## src/hw/rtl/tsr_pkg.sv

```systemverilog
// Shared constants, types and helpers for the repeat-wrap texture sampler.
// No dependencies.
package tsr_pkg;

    localparam int ADDR_W = 16;
    localparam int DEPTH = 65536;
    localparam int FRAC_W = 16;
    localparam int DIM_W = 9;
    localparam int TEXEL_W = 32;
    localparam int COORD_W = 32;

    localparam logic [1:0] MODE_WRITE = 2'd0;
    localparam logic [1:0] MODE_NEAREST = 2'd1;
    localparam logic [1:0] MODE_BILINEAR = 2'd2;

    localparam logic CFG_WIDTH = 1'b0;
    localparam logic CFG_HEIGHT = 1'b1;

    localparam logic [DIM_W-1:0] DIM_MAX = 9'd256;

    // Per-item control that travels down the pipeline.
    typedef struct packed {
        logic                vld;
        logic                bilinear;
    } ctl_t;

    function automatic logic [DIM_W-1:0] clamp_dim(input logic [DIM_W-1:0] d);
        logic [DIM_W-1:0] r;
        r = d;
        if (d == '0)
            r = DIM_W'(1);
        else if (d > DIM_MAX)
            r = DIM_MAX;
        return r;
    endfunction

    // Fraction of the magnitude: low bits of c, or of its two's complement negation if negative.
    function automatic logic [FRAC_W-1:0] frac_mag(input logic [COORD_W-1:0] c);
        logic [FRAC_W-1:0] lo;
        lo = c[FRAC_W-1:0];
        return c[COORD_W-1] ? FRAC_W'(~lo + 1'b1) : lo;
    endfunction

endpackage

```

## src/hw/rtl/tsr_addr.sv

```systemverilog
// Address stages: coordinate scaling and neighbor address generation.
// Depends on tsr_pkg.
module tsr_addr
    import tsr_pkg::*;
(
    input  logic                 clk,
    input  logic                 rst_n,
    input  logic                 en,
    input  ctl_t                 ctl_in,
    input  logic [COORD_W-1:0]   coord_u,
    input  logic [COORD_W-1:0]   coord_v,
    input  logic [DIM_W-1:0]     dim_w,
    input  logic [DIM_W-1:0]     dim_h,
    output ctl_t                 ctl_out,
    output logic [ADDR_W-1:0]    addr_tl,
    output logic [ADDR_W-1:0]    addr_tr,
    output logic [ADDR_W-1:0]    addr_bl,
    output logic [ADDR_W-1:0]    addr_br,
    output logic [FRAC_W-1:0]    xf,
    output logic [FRAC_W-1:0]    yf
);

    localparam int P_W = FRAC_W + DIM_W;

    ctl_t               ctl1_reg;
    logic [P_W-1:0]     px_reg, py_reg;
    logic [DIM_W-1:0]   w_reg;
    logic [DIM_W-1:0]   h_reg;
    ctl_t               ctl2_reg;
    logic [ADDR_W-1:0]  tl_reg, tr_reg, bl_reg, br_reg;
    logic [FRAC_W-1:0]  xf_reg, yf_reg;

    logic [DIM_W-1:0]   lx, ty, rx, by;
    logic [DIM_W-1:0]   lx_inc, ty_inc;
    logic [ADDR_W-1:0]  row_t, row_b;

    always_comb
    begin
        lx = px_reg[P_W-1:FRAC_W];
        ty = py_reg[P_W-1:FRAC_W];
        lx_inc = lx + 1'b1;
        ty_inc = ty + 1'b1;
        rx = (px_reg[FRAC_W-1:0] == '0) ? lx : ((lx_inc == w_reg) ? '0 : lx_inc);
        by = (py_reg[FRAC_W-1:0] == '0) ? ty : ((ty_inc == h_reg) ? '0 : ty_inc);
        row_t = ADDR_W'(ty) * ADDR_W'(w_reg);
        row_b = ADDR_W'(by) * ADDR_W'(w_reg);
    end

    always_ff @(posedge clk or negedge rst_n)
    begin
        if (!rst_n)
        begin
            ctl1_reg <= '0;
            ctl2_reg <= '0;
        end
        else if (en)
        begin
            ctl1_reg <= ctl_in;
            ctl2_reg <= ctl1_reg;
        end
    end

    always_ff @(posedge clk)
    begin
        if (en)
        begin
            px_reg <= P_W'(frac_mag(coord_u)) * P_W'(dim_w);
            py_reg <= P_W'(frac_mag(coord_v)) * P_W'(dim_h);
            w_reg  <= dim_w;
            h_reg  <= dim_h;
            tl_reg <= row_t + ADDR_W'(lx);
            tr_reg <= row_t + ADDR_W'(rx);
            bl_reg <= row_b + ADDR_W'(lx);
            br_reg <= row_b + ADDR_W'(rx);
            xf_reg <= px_reg[FRAC_W-1:0];
            yf_reg <= py_reg[FRAC_W-1:0];
        end
    end

    assign ctl_out = ctl2_reg;
    assign addr_tl = tl_reg;
    assign addr_tr = tr_reg;
    assign addr_bl = bl_reg;
    assign addr_br = br_reg;
    assign xf = xf_reg;
    assign yf = yf_reg;

endmodule

```

## config.mk

```make
export PLATFORM = sky130hd
export DESIGN_NAME = tsr_addr
export DESIGN_NICKNAME = d
export VERILOG_FILES = /design/src/hw/rtl/tsr_pkg.sv /design/src/hw/rtl/tsr_addr.sv
export SDC_FILE = /design/constraint.sdc
export NUM_CORES = 1
export LEC_CHECK = 0
export ABC_CLOCK_PERIOD_IN_PS = 11010
export BUFFER_PORTS_ARGS = -buffer_cell sky130_fd_sc_hd__buf_2
export CAP_MARGIN = 30
export CORE_ASPECT_RATIO = 0.8
export CORE_MARGIN = 2
export CORE_UTILIZATION = 40
export CTS_CLUSTER_SIZE = 20
export DETAILED_ROUTE_END_ITERATION = 8
export GPL_TIMING_DRIVEN = 0
export PLACE_DENSITY_LB_ADDON = 0.2
export SKIP_LAST_GASP = 1
export SYNTH_ARGS = -nofsm -noshare
export SYNTH_HDL_FRONTEND = slang
export SYNTH_SLANG_ARGS = --single-unit
export TNS_END_PERCENT = 5
```

## constraint.sdc

```tcl
create_clock -name clk -period 11.01 [get_ports clk]
set_input_delay 1.101 -clock clk [delete_from_list [all_inputs] [get_ports clk]]
set_output_delay 1.101 -clock clk [all_outputs]
set_load 0.05 [all_outputs]
```

==> reports/results.ini <==
[synthesis]
syn_inst=2196
async_flop_share_pct=2.381
yosys_register_bits=168
syn_area_mm2=0.02173
yosysTopAreaCell=fa_1
avgSynthCellArea_um2=9.897
netlist.area_leader.share_pct=27.63
ys_warn_count=0
ys_top_cells_by_area=fa_1, edfxtp_1, ha_1
synth_seq_area_share_pct=23.12
synth_nets=2775
synth_edf_count=164
ys_types=69
ys.flop_type=edfxtp_1

[setup_path]
end_kind=flop
startpoint_type=input port
cp.arrival_ps=8070
cp_max_fo=10
reg2reg_depth=27
crit_required_ps=11200
worstSetupPathType=input port to flop

[sta]
maxSlewViolCount=0
tns_ps=0
finClkSkew_ps=19.74
slew_headroom_pct=32.15
setup_viol=0
rsz0062_at_grt=false
fin_crit_sh_pct=71.58
max_freq_mhz=126.9
hold_viol_final=0
tightest_slew_ps=992.1
finalCriticalPeriod_ps=7881

[placement]
gp_congestion=0.8600
port_buffers=154
placed_area_mm2=0.02343
place_hpwl_um=41060

[clocking]
cts_resized=0
cts.sinks=168
post_cts_buffers=0
clkLatencyLatePin_ps=460
cts_buffers=17
cts-root-buf=clkbuf_16
htreeDepth=4
cts_buffer_depth=2
holdBufCountCts=0
cts_tree=done
cts.clk_slew.worst_paths_ps=70

[drt]
drtIter0Drc=928
routedWlPerCell_um=16.54
routed_wl_um=51060
vias=15530
first_pass_iters=5
vias_per_cell=5.031
route.detailed.drc=0
drtAntennaViolNets=0

[hold_path]
hp-class=input port to asynchronous set/reset pin

[global_routing]
antenna_found_initial=0
grt_pass1_vias=16010
gr-usage-all-layers_pct=18.94
grt_overflow=0
grt_max_degree=100
grt_pass1_wl_um=84370

[run_status]
status=finished, final reports clean

[finish]
syn_to_final_growth_pct=10.32
nNetsFinal=2951
fin_area_mm2=0.02398
drive_gt1_share_pct=8.973
fillers=5124
n_antenna_cell=0

[die]
coreArea_mm2=0.05373
ios=185
die_y_um=212.5
initial_core_util_pct=40.45
die-area_mm2=0.05623
rows=76
dieWidth_um=264.6

[job]
cap_violations=0

==> through the flow <==
step / worst slack [ps] / instances / util [%] / hold slack [ps]
finish: 3129 / 3087 / 44.63 / 441.6
global route: 2659 / 3087 / 44.63 / 419.5
CTS: 3158 / 3086 / 44.61 / 417.1
detailed placement: 2707 / 3054 / 43.60 / 436.7
global placement: 2780 / 3052 / 43.52 / 435.6
floorplan: 4163 / 2196 / - / 426.8
==> cell type report <==
class                           count  area (um2)  share of cell area, %
Multi-Input combinational cell   1611       15130                  63.09
Sequential cell                   168        5025                  20.96
Inverter                          357        1340                  5.589
Tap cell                          702       878.3                  3.663
Timing Repair Buffer              157       820.8                  3.423
Clock buffer                       19       432.9                  1.806
Buffer                             60       241.5                  1.007
Clock inverter                     13       110.1                 0.4592
==> final timing paths <==
kind | end | startpoint | slack [ps]
setup / recovery | py_reg[22] | coord_v[0] | 3130
hold / removal | ctl_out[1] | rst_n | 440
setup reg to reg | addr_br[15] | py_reg[16] | 3130
hold reg to reg | xf[5] | px_reg[5] | 450
max in group asynchronous | ctl1_reg[0] | rst_n | 10450
min in group clk | xf[5] | px_reg[5] | 450
==> cell usage after synthesis (4+ instances only) <==
library cell / number
nand2b_1: 22
nor4_1: 13
nor3_1: 19
ha_1: 192
xnor2_1: 124
o2111ai_1: 4
nor2_1: 48
edfxtp_1: 164
a21o_1: 26
a21oi_1: 63
o21bai_1: 15
clkbuf_1: 52
nand2_1: 308
o31ai_1: 15
and4_1: 4
o21a_1: 16
nand3_1: 28
mux2i_1: 4
o41ai_1: 8
and2_1: 197
dfrtp_1: 4
buf_2: 4
a211oi_1: 5
and3_1: 13
mux2_2: 4
nor2b_1: 14
fa_1: 300
or3_1: 12
o21ai_1: 12
nand4_1: 7
inv_1: 357
xor2_1: 50
o21ai_0: 35
==> layer usage <==
metal | vias to the layer above | global-route usage [%] | share of wire (%)
met4 | 0 | 3.056 | 0.81
met2 | 338 | 30.30 | 45
met1 | 7746 | 27.53 | 50
met5 | - | 0 | 0
met3 | 30 | 3.092 | 4.6
li1 | 7416 | - | -
==> worst max-delay path: stages <==
cell and delay (ps):
buf_2 80, clkbuf_1 360, inv_1 90, ha_1 220
nand2b_1 110, nand2b_1 130, o21ai_0 180, xnor2_1 780
nand2_1 180, fa_1 590, inv_1 80, fa_1 500
inv_1 60, fa_1 530, inv_1 50, fa_1 450
ha_1 230, or3_1 390, o311ai_1 520, a21oi_1 200
o31ai_1 440, o2bb2ai_1 290, mux2i_1 130, a2111o_1 400
==> layout by cell type, fill, tap and decap left out, types with 13 or more instances in the layout <==
cell type / Yosys / final
a21o_1: 26 / 26
a21oi_1: 63 / 63
and2_1: 197 / 197
and3_1: 13 / 13
buf_2: 4 / 158
clkbuf_1: 52 / 54
clkbuf_16: 0 / 17
edfxtp_1: 164 / 164
fa_1: 300 / 300
ha_1: 192 / 192
inv_1: 357 / 357
nand2_1: 308 / 308
nand2b_1: 22 / 22
nand3_1: 28 / 28
nor2_1: 48 / 48
nor2b_1: 14 / 14
nor3_1: 19 / 19
nor4_1: 13 / 13
o21a_1: 16 / 16
o21ai_0: 35 / 35
o21bai_1: 15 / 15
o31ai_1: 15 / 15
xnor2_1: 124 / 124
xor2_1: 50 / 50
==> logic make-up after synthesis <==
| family | share of synthesized area, % |
|---|---|
| XOR/XNOR | 7.087 |
| buffers and inverters | 7.277 |
| AO/OA/AOI/OAI | 7.542 |
| AND/OR/NAND/NOR | 15.90 |
| adder cells (fa/ha/maj) | 38.69 |
| multiplexers | 0.3915 |
| flip-flops | 23.12 |
Power is left out: the tool's default activity adds up to more than one toggle a clock period on the data nets, which glitch-free logic cannot reach.
